## config.mk

```make
export PLATFORM = sky130hd
export DESIGN_NAME = pwm_dimmer_fade_ramp_unit
export DESIGN_NICKNAME = d
export VERILOG_FILES = /design/src/rtl/core/pdfr_pkg.sv /design/src/rtl/core/pwm_dimmer_fade_ramp_unit.sv
export SDC_FILE = /design/constraint.sdc
export NUM_CORES = 1
export LEC_CHECK = 0
export ABC_AREA = 1
export BUFFER_PORTS_ARGS = -buffer_cell sky130_fd_sc_hd__buf_2
export CORE_MARGIN = 2
export CORE_UTILIZATION = 45
export DETAILED_ROUTE_END_ITERATION = 6
export PLACE_DENSITY = 0.6
export REMOVE_ABC_BUFFERS = 1
export SKIP_CTS_REPAIR_TIMING = 1
export SLEW_MARGIN = 40
export SYNTH_ARGS = -nofsm -noshare
export SYNTH_HDL_FRONTEND = slang
export SYNTH_SLANG_ARGS = --single-unit
```

## constraint.sdc

```tcl
create_clock -name i_clk -period 7.15 [get_ports i_clk]
set_input_delay 1.43 -clock i_clk [delete_from_list [all_inputs] [get_ports i_clk]]
set_output_delay 1.43 -clock i_clk [all_outputs]
set_load 0.02 [all_outputs]
```

## src/rtl/core/pdfr_pkg.sv

```systemverilog
// Shared types and constants of the PWM dimmer fade ramp.
// No dependencies; imported by pwm_dimmer_fade_ramp_unit and by the testbench.
package pdfr_pkg;

    // Fade length and reset values
    localparam int          FADE_STEPS_DEF = 32;
    localparam logic [15:0] PERIOD_RST     = 16'd400;
    localparam logic [15:0] CMP_RST        = 16'd401;

    // Percent scale
    localparam logic [6:0]  PCT_MAX        = 7'd100;
    localparam logic [15:0] PCT_SCALE      = 16'd100;

    // Shared divider: dividend up to 65535*100 fits 23 bits
    localparam int DIV_W = 23;
    localparam int CNT_W = $clog2(DIV_W + 1);

    // Item kinds carried on tuser
    localparam logic [1:0] KIND_TICK = 2'd0;
    localparam logic [1:0] KIND_SET  = 2'd1;
    localparam logic [1:0] KIND_GET  = 2'd2;

    typedef enum logic [2:0] {
        ST_IDLE,
        ST_TGT_LD,
        ST_TGT,
        ST_STEP_LD,
        ST_STEP,
        ST_RB_LD,
        ST_RB,
        ST_OUT
    } t_state;

endpackage

```

## src/rtl/core/pwm_dimmer_fade_ramp_unit.sv

```systemverilog
// PWM dimmer with a linear soft fade, built around one shared radix-2 divider.
// Depends on pdfr_pkg.

// One item is taken at a time; o_s_axis_tready is high only while the sequencer
// idles. Every item ends with one readback division (a load state, a shift for each
// of the DIV_W quotient bits and a done state) unless the compare value is at or
// above the period, in which case the division is skipped. A set item first divides
// period*(100-percent) by 100 and, when no fade is running, divides the target
// distance by FADE_STEPS. The single restoring divider produces one quotient bit
// per cycle. A finished result waits in the output register while the next
// item is accepted. The period register can be written at any time the block is
// idle; o_cfg_ready is always high.
module pwm_dimmer_fade_ramp_unit #(
    parameter int FADE_STEPS = pdfr_pkg::FADE_STEPS_DEF
) (
    input  logic        i_clk,
    input  logic        i_rst_n,
    // input beats
    input  logic        i_s_axis_tvalid,
    output logic        o_s_axis_tready,
    input  logic [7:0]  i_s_axis_tdata,   // [6:0] level_percent
    input  logic [1:0]  i_s_axis_tuser,   // [1:0] kind
    // result beats
    output logic        o_m_axis_tvalid,
    input  logic        i_m_axis_tready,
    output logic [23:0] o_m_axis_tdata,   // [15:0] compare_value, [22:16] level_readback,
                                          // [23] fading
    // period register
    input  logic        i_cfg_valid,
    output logic        o_cfg_ready,
    input  logic [15:0] i_cfg_data
);
    import pdfr_pkg::*;

    localparam int          STEP_W  = $clog2(FADE_STEPS + 1);
    localparam logic [STEP_W-1:0] STEPS_INIT = STEP_W'(FADE_STEPS);
    localparam logic [15:0] STEPS_DVS = 16'(FADE_STEPS);

    t_state r_state, n_state;

    logic [15:0]       r_period;
    logic [15:0]       r_cmp;
    logic [15:0]       r_target;
    logic [16:0]       r_step;
    logic [STEP_W-1:0] r_left;
    logic [6:0]        r_pct;
    logic              r_neg;
    logic [6:0]        r_rb;

    // divider
    logic [DIV_W-1:0]  r_quo;
    logic [15:0]       r_rem;
    logic [15:0]       r_dvs;
    logic [CNT_W-1:0]  r_cnt;

    logic              r_out_valid;
    logic [23:0]       r_out_data;

    logic              in_beat;
    logic              div_done;
    logic              rb_skip;
    logic              out_load;
    logic [16:0]       trial;
    logic              trial_ge;
    logic [16:0]       diff;
    logic [15:0]       diff_mag;
    logic [16:0]       tgt_sum;
    logic [16:0]       step_q;
    logic [6:0]        pct_in;

    assign o_s_axis_tready = (r_state == ST_IDLE);
    assign in_beat         = i_s_axis_tvalid && o_s_axis_tready;
    assign o_cfg_ready     = 1'b1;
    assign o_m_axis_tvalid = r_out_valid;
    assign o_m_axis_tdata  = r_out_data;

    assign div_done = (r_cnt == CNT_W'(DIV_W));
    assign rb_skip  = (r_period == 16'd0) || (r_cmp >= r_period);
    assign trial    = {r_rem, r_quo[DIV_W-1]};
    assign trial_ge = (trial >= {1'b0, r_dvs});
    assign diff     = {1'b0, r_target} - {1'b0, r_cmp};
    assign diff_mag = diff[16] ? 16'(-diff) : diff[15:0];
    assign tgt_sum  = {1'b0, r_quo[15:0]} + 17'd1;
    assign step_q   = r_quo[16:0];
    assign pct_in   = (i_s_axis_tdata[6:0] > PCT_MAX) ? PCT_MAX : i_s_axis_tdata[6:0];

    // next state
    always_comb begin
        n_state = r_state;
        unique case (r_state)
            ST_IDLE: begin
                if (in_beat) begin
                    n_state = (i_s_axis_tuser == KIND_SET) ? ST_TGT_LD : ST_RB_LD;
                end
            end
            ST_TGT_LD:  n_state = ST_TGT;
            ST_TGT: begin
                if (div_done) begin
                    n_state = (r_left == '0) ? ST_STEP_LD : ST_RB_LD;
                end
            end
            ST_STEP_LD: n_state = ST_STEP;
            ST_STEP: begin
                if (div_done) begin
                    n_state = ST_RB_LD;
                end
            end
            ST_RB_LD:   n_state = rb_skip ? ST_OUT : ST_RB;
            ST_RB: begin
                if (div_done) begin
                    n_state = ST_OUT;
                end
            end
            ST_OUT: begin
                if (!r_out_valid || i_m_axis_tready) begin
                    n_state = ST_IDLE;
                end
            end
            default: n_state = ST_IDLE;
        endcase
    end

    // control outputs
    always_comb begin
        out_load = (r_state == ST_OUT) && (!r_out_valid || i_m_axis_tready);
    end

    always_ff @(posedge i_clk) begin
        if (!i_rst_n) begin
            r_state     <= ST_IDLE;
            r_period    <= PERIOD_RST;
            r_cmp       <= CMP_RST;
            r_target    <= CMP_RST;
            r_step      <= '0;
            r_left      <= '0;
            r_out_valid <= 1'b0;
            r_cnt       <= '0;
        end else begin
            r_state <= n_state;

            if (i_cfg_valid) begin
                r_period <= i_cfg_data;
            end

            if (out_load) begin
                r_out_valid <= 1'b1;
            end else if (i_m_axis_tready) begin
                r_out_valid <= 1'b0;
            end

            unique case (r_state)
                ST_IDLE: begin
                    if (in_beat && i_s_axis_tuser == KIND_TICK && r_left != '0) begin
                        // last tick snaps to the target
                        r_cmp  <= (r_left == STEP_W'(1)) ? r_target : r_cmp + r_step[15:0];
                        r_left <= r_left - STEP_W'(1);
                    end
                end
                ST_TGT: begin
                    if (div_done) begin
                        r_target <= tgt_sum[16] ? 16'hFFFF : tgt_sum[15:0];
                    end
                end
                ST_STEP: begin
                    if (div_done) begin
                        r_step <= r_neg ? -step_q : step_q;
                        r_left <= STEPS_INIT;
                    end
                end
                default: ;
            endcase

            // shared divider
            if (r_state == ST_TGT_LD || r_state == ST_STEP_LD || r_state == ST_RB_LD) begin
                r_cnt <= '0;
            end else if ((r_state == ST_TGT || r_state == ST_STEP || r_state == ST_RB)
                         && !div_done) begin
                r_cnt <= r_cnt + CNT_W'(1);
            end
        end
    end

    // payload and divider datapath
    always_ff @(posedge i_clk) begin
        if (in_beat) begin
            r_pct <= pct_in;
        end

        unique case (r_state)
            ST_TGT_LD: begin
                r_quo <= DIV_W'(r_period) * DIV_W'(PCT_MAX - r_pct);
                r_rem <= '0;
                r_dvs <= PCT_SCALE;
            end
            ST_STEP_LD: begin
                r_quo <= DIV_W'(diff_mag);
                r_rem <= '0;
                r_dvs <= STEPS_DVS;
                r_neg <= diff[16];
            end
            ST_RB_LD: begin
                r_quo <= DIV_W'(r_period - r_cmp) * DIV_W'(PCT_SCALE);
                r_rem <= '0;
                r_dvs <= r_period;
                r_rb  <= '0;
            end
            ST_TGT, ST_STEP, ST_RB: begin
                if (!div_done) begin
                    r_rem <= trial_ge ? 16'(trial - {1'b0, r_dvs}) : trial[15:0];
                    r_quo <= {r_quo[DIV_W-2:0], trial_ge};
                end else if (r_state == ST_RB) begin
                    r_rb <= r_quo[6:0];
                end
            end
            default: ;
        endcase

        if (out_load) begin
            r_out_data <= {(r_left != '0), r_rb, r_cmp};
        end
    end

endmodule

```

==> metrics.md, run 1 <==
| Metric | Value |
|---|---|
| Max-Cap Viols | 0 |
| Avg WL per Cell | 16.9 µm |
| FF-to-FF End | r_quo[17] |
| Syn Inst Count | 2320 |
| Hold Crit Start | r_rb[0] |
| Crit. End Element | flip-flop |
| Post-synth EDFFs | 94 |
| TritonCTS clock tree | built |
| Post-Syn Area | 17300 µm² |
| Overall routed net length | 48.7 mm |
| CTS Buffer Depth | 2 |
| Crit path launch | r_pct[0] |
| Synth Register Bits | 173 |
| Worst min path class | reg -> reg |
| First-pass GRT wire length | 79.3 mm |
| Clk_skew | 0.0171 ns |
| Syn avg cell area | 7.46 µm² |
| DRC Markers | 0 |
| Seq/Total Area, Yosys | 0.254 |
| Number of antenna violations at the first check in global routing | 1 |
| CP Class | reg -> reg |
| Ys async rst share | 0 |
| # H-tree levels | 4 |
| Distinct cells, synth | 62 |
| Pwr/cell area | 482 nW/µm² |
| P_leak | 9.66 nW |
| CTS buffer count | 17 |
| Via/cell ratio | 5.26 |
| Maximum vdd ir drop | 0.545 mV |
| Worst hold slack | 0.419 ns |
| Layout cells sized above 1 | 0.0681 |
| Vias in the first global route | 14900 |
| CP startpoint kind | flip-flop |
| Final setup TNS | 0 ns |
| DP Worst Slack | 1.12 ns |
| Cell Rows | 71 |
| Total gr overflow | 0 |
| Fin util | 0.495 |
| Root Driver | clkbuf_16 |
| Crit path DAT | 6.25 ns |
| Final HPWL DP | 39.5 mm |
| Max Fclk | 165 MHz |
| Full die area | 40100 µm² |
| Via count | 15100 |
| Most used DFF post-synth | edfxtp_1 |
| Final count of negative-setup-slack endpoints | 0 |
| Fin. Hold Viols | 0 |
| Worst EP required | 7.34 ns |
| Status | completed |
| Tcrit/Tclk final | 0.848 |
| Worst skew pair latency | 0.46 ns |
| Starting Density | 0.458 |
| Number of iterations in the first detailed-routing pass | 5 |
| Worst-path maximum fanout | 14 |
| Synth-to-layout area growth | 7.91% |
| Rel. slew slack | 0.453 |
| Largest net degree at the start of global routing | 57 |
| I/O Buffers | 55 |
| YS warnings | 0 |
| Crit path to | r_quo[17] |
| Slew Limit Fails | 0 |
| Post-route setup slack | 1.09 ns |
| Ant. Diodes | 0 |
| Placer Congestion | 0.943 |
| Worst slew pin tran | 0.816 ns |
| RSZ-0062 raised after global routing | no |
| GRT Overall Usage | 0.251 |
| Die height | 200 µm |
| Flop2flop setup slack | 1.09 ns |
| Nets@finish | 2657 |
| Initial DRC count | 1070 |
| Worst Reg-to-Reg Cells | 26 |
| Reg2Reg Launch Point | r_pct[0] |
| Reg clk slew, reported paths | 0.08 ns |
| Die W | 200 µm |
| Min Clock Period, post-route | 6.06 ns |
| Core box area | 37800 µm² |
| Num Clock Sinks | 173 |
| Final ANT Viol Nets | 0 |
| I/O Pins | 58 |
cell usage in the layout (no fill, tap or decap), drive strengths merged, types with 10 or more instances in the layout:
cell	n
or2	21
nor2	227
a21oi	162
inv	471
ha	170
dfxtp	79
nand3	126
o21bai	14
o21ai	138
edfxtp	94
a31oi	13
buf	67
o221ai	10
xnor2	25
xor2	40
fa	105
clkbuf	20
nand3b	11
a21o	19
nor3	24
nand4	20
nand2	451
worst max-delay path: stages, from the launching register on:
cell and delay, ns:
edfxtp_1 0.38, inv_1 0.07, ha_1 0.17, o21ai_0 0.12, or2_2 0.31, nand2_1 0.07
nand2_1 0.05, nand2_1 0.43, inv_1 0.18, nand2_1 0.13, fa_1 0.46, fa_1 0.55
inv_1 0.05, fa_1 0.53, inv_1 0.07, fa_1 0.54, inv_1 0.04, ha_1 0.34
nand2_1 0.10, inv_1 0.06, a21oi_1 0.10, o21ai_0 0.39, a21boi_0 0.24, o21ai_0 0.20
nand2_1 0.07, nand3_1 0.07, nand3_1 0.06
synthesized netlist by cell type (13+ instances only):
cell      instances  area share
ha_1            170        0.12
inv_1           455       0.099
a31oi_1          13      0.0047
nor3_1           20      0.0058
a21o_1           19      0.0082
clkbuf_1         35      0.0076
nand4_1          20      0.0072
edfxtp_1         94        0.16
nand2_1         441       0.096
a21oi_1         157       0.045
o21ai_0         131       0.038
o21bai_1         13      0.0056
fa_1            105        0.12
nand3_1         120       0.035
or2_2            17      0.0061
nor2_1          221       0.048
dfxtp_1          79       0.091
xor2_1           40       0.020
xnor2_1          25       0.013
power by group:
| part | internal [W] | switching [W] | total (W) |
|---|---|---|---|
| clock network | 0.000519 | 0.000482 | 0.00100 |
| logic | 0.00227 | 0.00410 | 0.00637 |
| registers | 0.00145 | 0.000185 | 0.00163 |
registers in the layout, summed over array words and instances, names as in the netlist:
register         cells
r_quo               23
r_period            16
r_cmp               16
r_left               6
r_step              16
r_pct                7
o_m_axis_tvalid      1
r_dvs               16
r_neg                1
r_target            16
r_state              3
r_rb                 7
r_cnt                5
o_m_axis_tdata      24
r_rem               16
metal layers:
metal | GRT usage | vias to the layer above | part of all wire
met4 | 0.0765 | 2 | 0.024
li1 | - | 7535 | -
met3 | 0.0473 | 59 | 0.074
met1 | 0.350 | 7101 | 0.47
met5 | 0 | - | 0.00027
met2 | 0.395 | 430 | 0.44
stage by stage:
| step | cell area (µm²) | cells | total power [W] |
|---|---|---|---|
| after floorplan | 17000 | 2265 | 0.00629 |
| after global routing | 18700 | 2875 | 0.0101 |
| after CTS | 18700 | 2875 | 0.00903 |
| after global placement | 18100 | 2843 | 0.00795 |
| final | 18700 | 2875 | 0.00901 |
| after detailed placement | 18100 | 2843 | 0.00799 |
cells by family after synthesis:
kind of cell / count (synthesis) / synth area share
AO/OA/AOI/OAI: 395 / 0.131
other: 1 / 0.000217
XOR/XNOR: 65 / 0.0329
buffers and inverters: 518 / 0.116
flip-flops: 173 / 0.254
adder cells (fa/ha/maj): 275 / 0.244
AND/OR/NAND/NOR: 893 / 0.222
area by class of cell:
type,instances,area (µm²)
repair buffers,67,365
clock inverters,12,130
well taps,511,639
clock buffers,20,489
flip-flops and latches,173,4400
multi-input cells,1629,10900
fillers,3741,19100
inverters,463,1740
worst min path at each step:
stage	endpoint	cells past startpoint
6_report	o_m_axis_tdata[16]	0
5_1_grt	o_m_axis_tdata[17]	0
4_1_cts	o_m_axis_tdata[18]	0
3_5_place_dp	o_m_axis_tdata[19]	0
3_3_place_gp	o_m_axis_tdata[19]	0
2_1_floorplan	o_m_axis_tdata[16]	0
No activity file was read; power rests on OpenSTA's default activity.
==> run 2, diff against run 1 <==
--- a/config.mk
+++ b/config.mk
@@ -5,7 +5,7 @@
 export SDC_FILE = /design/constraint.sdc
 export NUM_CORES = 1
 export LEC_CHECK = 0
-export ABC_AREA = 1
+export ABC_AREA = 0
 export BUFFER_PORTS_ARGS = -buffer_cell sky130_fd_sc_hd__buf_2
 export CORE_MARGIN = 2
 export CORE_UTILIZATION = 45
==> constraint.sdc (replaced) <==
create_clock -name i_clk -period 5.8 [get_ports i_clk]
set_input_delay 1.16 -clock i_clk [delete_from_list [all_inputs] [get_ports i_clk]]
set_output_delay 1.16 -clock i_clk [all_outputs]
set_load 0.02 [all_outputs]
==> metrics.md, run 2 <==
| Metric | Value |
|---|---|
| Status | completed |
| Via/cell ratio | 5.46 |
| Synth Register Bits | 173 |
| Clk_skew | 0.0195 ns |
| Slew Limit Fails | 0 |
| Max reg flops | 24 |
| Vias in the first global route | 14000 |
| Seq/Total Area, Yosys | 0.257 |
| Worst slew pin tran | 0.766 ns |
| Number of iterations in the first detailed-routing pass | 5 |
| Pwr/cell area | 637 nW/µm² |
| Full die area | 39600 µm² |
| CTS buffer count | 17 |
| Root Driver | clkbuf_16 |
| Placer Congestion | 0.895 |
| Worst EP required | 6.03 ns |
| Synth-to-layout area growth | 12.9% |
| YS warnings | 0 |
| Cell chain of the critical path | inv_1, ha_2, nor2b_2, nor2_1, xnor2_1, buf_4, buf_12, nand2_1, fa_1, inv_1, fa_1, fa_1, inv_1, fa_1, inv_1, ha_1, nor3_2, nor2_1, a311oi_2, buf_4, nor2_2, o41ai_2, mux2i_1, nand4_1 |
| CP max stage delay | 0.56 ns |
| Via count | 14000 |
| Starting Density | 0.456 |
| Commonest cells after routing, fill and taps aside | inv_1, ha_1, nor2_1, nand2_1, a21oi_1 |
| DRC Markers | 0 |
| CTS Buffer Depth | 2 |
| GRT Overall Usage | 0.244 |
| First-pass GRT wire length | 74.5 mm |
| Syn avg cell area | 8.77 µm² |
| Core box area | 37600 µm² |
| Yosys top cell area share | 0.165 |
| # H-tree levels | 4 |
| CP Class | reg -> reg |
| TritonCTS clock tree | built |
| RSZ-0062 raised after global routing | yes |
| Initial DRC count | 924 |
| Max-Cap Viols | 0 |
| Worst-path maximum fanout | 9 |
| Top-count cell post-synth | inv_1 |
| Worst min path class | reg -> reg |
| Yosys top cell by area | edfxtp_1 |
| Post-Syn Area | 17100 µm² |
| Die W | 199 µm |
| Die height | 199 µm |
| Final HPWL DP | 36.2 mm |
| Leading cell type in the layout, fill and taps excluded | inv_1 |
| Commonest cells in the synthesized netlist | inv_1, ha_1, nor2_1 |
| Distinct cells, synth | 90 |
| Max Fclk | 177 MHz |
| Nets@finish | 2349 |
| P_leak | 8.61 nW |
| Total gr overflow | 0 |
| Ys async rst share | 0 |
| Overall routed net length | 46.2 mm |
| Tcrit/Tclk final | 0.972 |
| Top layer in use | met4 |
| Cell Rows | 71 |
| Crit path DAT | 5.86 ns |
| CP startpoint kind | flip-flop |
| Num Clock Sinks | 173 |
| Final setup TNS | 0 ns |
| Number of antenna violations at the first check in global routing | 0 |
| I/O Buffers | 55 |
| Worst skew pair latency | 0.47 ns |
| Post-synth EDFFs | 94 |
| Final count of negative-setup-slack endpoints | 0 |
| Layout cells sized above 1 | 0.129 |
| I/O Pins | 58 |
| Reg clk slew, reported paths | 0.08 ns |
| Top cells by area, synth | edfxtp_1, ha_1, fa_1, dfxtp_1, inv_1 |
| Syn Inst Count | 1952 |
| Total Power | 0.0123 W |
| Avg WL per Cell | 18.0 µm |
| Metal-1 WL | 22.4 mm |
| Final ANT Viol Nets | 0 |
| Largest net degree at the start of global routing | 47 |
| Crit. End Element | flip-flop |
| Min Clock Period, post-route | 5.64 ns |
| Ant. Diodes | 0 |
| Critical Path Slowest Stage Cell | fa_1 |
| Metal2 WL | 20.7 mm |
| Met3 wire len | 1.95 mm |
| Most used DFF post-synth | edfxtp_1 |
| Maximum vdd ir drop | 0.768 mV |
| Rel. slew slack | 0.488 |
| Fin. Hold Viols | 0 |
==> run 2: cell count changes after synthesis, sizes merged, moves of 49 or more <==
cell   before  now
nand2     451  128
o21ai     138   79
and2        2  100
nor2      227  154
inv       461  261
a21oi     162  113
nand3     126   39
==> run 2: worst paths after layout <==
path / from / to / slack [ns] / depth (start not counted)
min: r_rb[0] / o_m_axis_tdata[16] / 0.41 / 0
min reg2reg: r_rb[0] / o_m_axis_tdata[16] / 0.41 / 0
max: r_pct[1] / r_quo[22] / 0.16 / 24
max reg2reg: r_pct[1] / r_quo[22] / 0.16 / 24
==> run 2: layout make-up <==
cell class	count	area, µm²
sequential	173	4410
multi-input combinational	1435	11700
clock buffer	22	475
tap	511	639
clock inverter	10	76.3
fill	3582	18300
timing repair buffer	154	1070
inverter	262	983
==> run 2: cells by family (layout without fill, tap and decap cells) <==
group                      Yosys count  after routing  synth area share
AOI/OAI and AO/OA                  393            393             0.155
xor gates and xnor gates           120            120            0.0614
and+or+nand+nor                    608            608             0.181
muxes                               38             38            0.0222
other                                1              1          0.000219
buffers and inverters              344            448            0.0762
DFF                                173            173             0.257
adders and majority gates          275            275             0.247
==> run 2: metal layers <==
metal	track usage	vias to the layer above
li1	-	6862
met1	0.344	6791
met2	0.383	292
met3	0.0395	72
met4	0.0763	0
met5	0	-
==> run 2: critical path, delay by kind of cell, from the launching register on <==
family                   cells  cell delay [ns]
AO/OA/AOI/OAI                2             0.59
XOR/XNOR                     1             0.13
adder cells (fa/ha/maj)      6             2.65
buffers and inverters        7             0.71
flip-flops                   1             0.40
multiplexers                 1             0.23
AND/OR/NAND/NOR              7             0.68
==> run 2: power breakdown <==
part	total, W	switching [W]	leakage, nW	internal, W
sequential	0.00202	0.000275	1.54	0.00174
combinational	0.00915	0.00505	6.79	0.00410
clock	0.00114	0.000544	0.275	0.000592
total	0.0123	0.00587	8.61	0.00644
==> run 2: per-stage QoR <==
step	worst slack (ns)	hold WS (ns)	cells	utilization	area [µm²]
floorplan	-0.197	0.400	1870	-	16800
global placement	-0.0545	0.407	2532	0.492	18500
detailed placement	-0.0828	0.406	2532	0.493	18500
CTS	-0.133	0.418	2564	0.507	19100
global route	-0.142	0.439	2567	0.514	19300
finish	0.163	0.412	2567	0.514	19300
==> run 3, diff against run 2 <==
--- a/config.mk
+++ b/config.mk
@@ -7,10 +7,12 @@
 export LEC_CHECK = 0
 export ABC_AREA = 0
 export BUFFER_PORTS_ARGS = -buffer_cell sky130_fd_sc_hd__buf_2
+export CELL_PAD_IN_SITES_DETAIL_PLACEMENT = 0
+export CELL_PAD_IN_SITES_GLOBAL_PLACEMENT = 2
 export CORE_MARGIN = 2
-export CORE_UTILIZATION = 45
+export CORE_UTILIZATION = 41
 export DETAILED_ROUTE_END_ITERATION = 6
-export PLACE_DENSITY = 0.6
+export PLACE_DENSITY = 0.82
 export REMOVE_ABC_BUFFERS = 1
 export SKIP_CTS_REPAIR_TIMING = 1
 export SLEW_MARGIN = 40
==> metrics.md, run 3 (synthesized netlist as in run 2, its figures left out) <==
| Metric | Value |
|---|---|
| Min Clock Period, post-route | 5.67 ns |
| Pwr/cell area | 683 nW/µm² |
| Max reg flops | 24 |
| Fin. Hold Viols | 0 |
| RSZ-0062 raised after global routing | yes |
| Reg clk slew, reported paths | 0.07 ns |
| Max Fclk | 176 MHz |
| Starting Density | 0.417 |
| Multi-input logic area | 11800 µm² |
| GRT Overall Usage | 0.241 |
| Root Driver | clkbuf_16 |
| Crit path DAT | 5.88 ns |
| Leading cell type in the layout, fill and taps excluded | inv_1 |
| Worst min path class | reg -> reg |
| Sequential Area | 4400 µm² |
| Placer Congestion | 0.882 |
| Avg WL per Cell | 20.0 µm |
| Worst hold slack | 0.436 ns |
| Slew Limit Fails | 0 |
| Commonest cells after routing, fill and taps aside | inv_1, ha_1, nor2_1, nand2_1, a21oi_1 |
| Top layer in use | met4 |
| Synth-to-layout area growth | 13.8% |
| FF-to-FF End | r_quo[22] |
| Most frequent CP cell | fa_1 |
| Total gr overflow | 0 |
| Critical Path Slowest Stage Cell | fa_1 |
| Maximum vdd ir drop | 0.559 mV |
| Overall routed net length | 51.6 mm |
| Via/cell ratio | 5.48 |
| Crit path to | r_quo[22] |
| Tcrit/Tclk final | 0.978 |
| Rel. slew slack | 0.464 |
| Max-Cap Viols | 0 |
| Post-route setup slack | 0.127 ns |
| Metal-1 WL | 25.2 mm |
| Ant. Diodes | 0 |
| Worst slew pin tran | 0.805 ns |
| I/O Pins | 58 |
| Cell Rows | 74 |
| Final HPWL DP | 41.0 mm |
| Worst EP required | 6.00 ns |
| CP startpoint kind | flip-flop |
| Status | completed |
| Full die area | 43400 µm² |
| Crit path launch | r_pct[0] |
| Final count of negative-setup-slack endpoints | 0 |
| Vias in the first global route | 13800 |
| Number of iterations in the first detailed-routing pass | 5 |
| Crit. End Element | flip-flop |
| P_leak | 8.64 nW |
| Worst skew pair latency | 0.45 ns |
| I/O Buffers | 55 |
| # H-tree levels | 4 |
| CP Class | reg -> reg |
| Cell chain of the critical path | inv_2, ha_4, nor2b_4, o31ai_2, xor2_1, buf_4, and2_4, fa_1, fa_1, fa_1, inv_1, fa_1, inv_1, ha_2, buf_4, nor3_4, nor2_4, a311oi_2, nor2_2, o41ai_2, mux2i_1, nand4_1 |
| Placed inst area | 18500 µm² |
| Metal2 WL | 23.0 mm |
| DP Worst Slack | -0.109 ns |
| CP max stage delay | 0.57 ns |
| Clk_skew | 0.0131 ns |
| Reg2Reg Launch Point | r_pct[0] |
| First-pass GRT wire length | 80.6 mm |
| Num Clock Sinks | 173 |
| Flop2flop setup slack | 0.13 ns |
| Total Power | 0.0133 W |
| Layout cells sized above 1 | 0.142 |
| Worst-path maximum fanout | 5 |
| CTS buffer count | 17 |
| Number of antenna violations at the first check in global routing | 0 |
| Met3 wire len | 2.53 mm |
| Die height | 208 µm |
| Fin util | 0.475 |
| Core box area | 41000 µm² |
| Largest net degree at the start of global routing | 47 |
| Fillers | 4062 |
| TritonCTS clock tree | built |
| Final instance area | 19500 µm² |
| CTS Buffer Depth | 2 |
| Via count | 14200 |
| Worst Reg-to-Reg Cells | 22 |
| Nets@finish | 2349 |
| DRC Markers | 0 |
| Final ANT Viol Nets | 0 |
| Initial DRC count | 1109 |
| Die W | 208 µm |
==> run 3: power by group <==
part	internal (W)	switching (W)	leakage (nW)	total (W)
logic	0.00441	0.00575	6.82	0.0102
registers	0.00174	0.000267	1.54	0.00201
clock network	0.000567	0.000560	0.275	0.00113
==> run 3: how the worst min path moves through the flow <==
stage / from / end / slack [ns] / cells past startpoint
5_1_grt: r_rb[5] / o_m_axis_tdata[21] / 0.44 / 0
4_1_cts: r_rb[5] / o_m_axis_tdata[21] / 0.44 / 0
2_1_floorplan: r_rb[0] / o_m_axis_tdata[16] / 0.40 / 0
6_report: r_rb[2] / o_m_axis_tdata[18] / 0.44 / 0
3_3_place_gp: r_rb[5] / o_m_axis_tdata[21] / 0.41 / 0
3_5_place_dp: r_rb[5] / o_m_axis_tdata[21] / 0.41 / 0
==> run 3: layout make-up <==
cell class / count / share of cell area
Timing Repair Buffer: 154 / 0.0556
Inverter: 262 / 0.0506
Tap cell: 532 / 0.0342
Multi-Input combinational cell: 1435 / 0.605
Sequential cell: 173 / 0.226
Clock buffer: 18 / 0.0225
Clock inverter: 14 / 0.00584
==> run 3: stage by stage <==
stage / setup TNS, ns / instances
after detailed placement: -0.109 / 2549
after global placement: -0.0878 / 2549
after global routing: -0.138 / 2588
after floorplan: -0.291 / 1870
after CTS: -0.169 / 2581
final: 0 / 2588
==> run 3: metal layers <==
| layer | vias up | track usage |
|---|---|---|
| li1 | 6877 | - |
| met1 | 6926 | 0.345 |
| met2 | 328 | 0.376 |
| met3 | 50 | 0.0398 |
| met4 | 0 | 0.0633 |
| met5 | - | 0 |
==> run 3: worst max-delay path, delay by kind of cell, from the launching register on <==
kind | cells | cell delay [ns]
mux | 1 | 0.23
simple gates | 6 | 0.66
flops | 1 | 0.43
fa+ha+maj | 6 | 2.30
compound gates | 3 | 0.93
buf+inv | 5 | 0.58
xor+xnor | 1 | 0.29
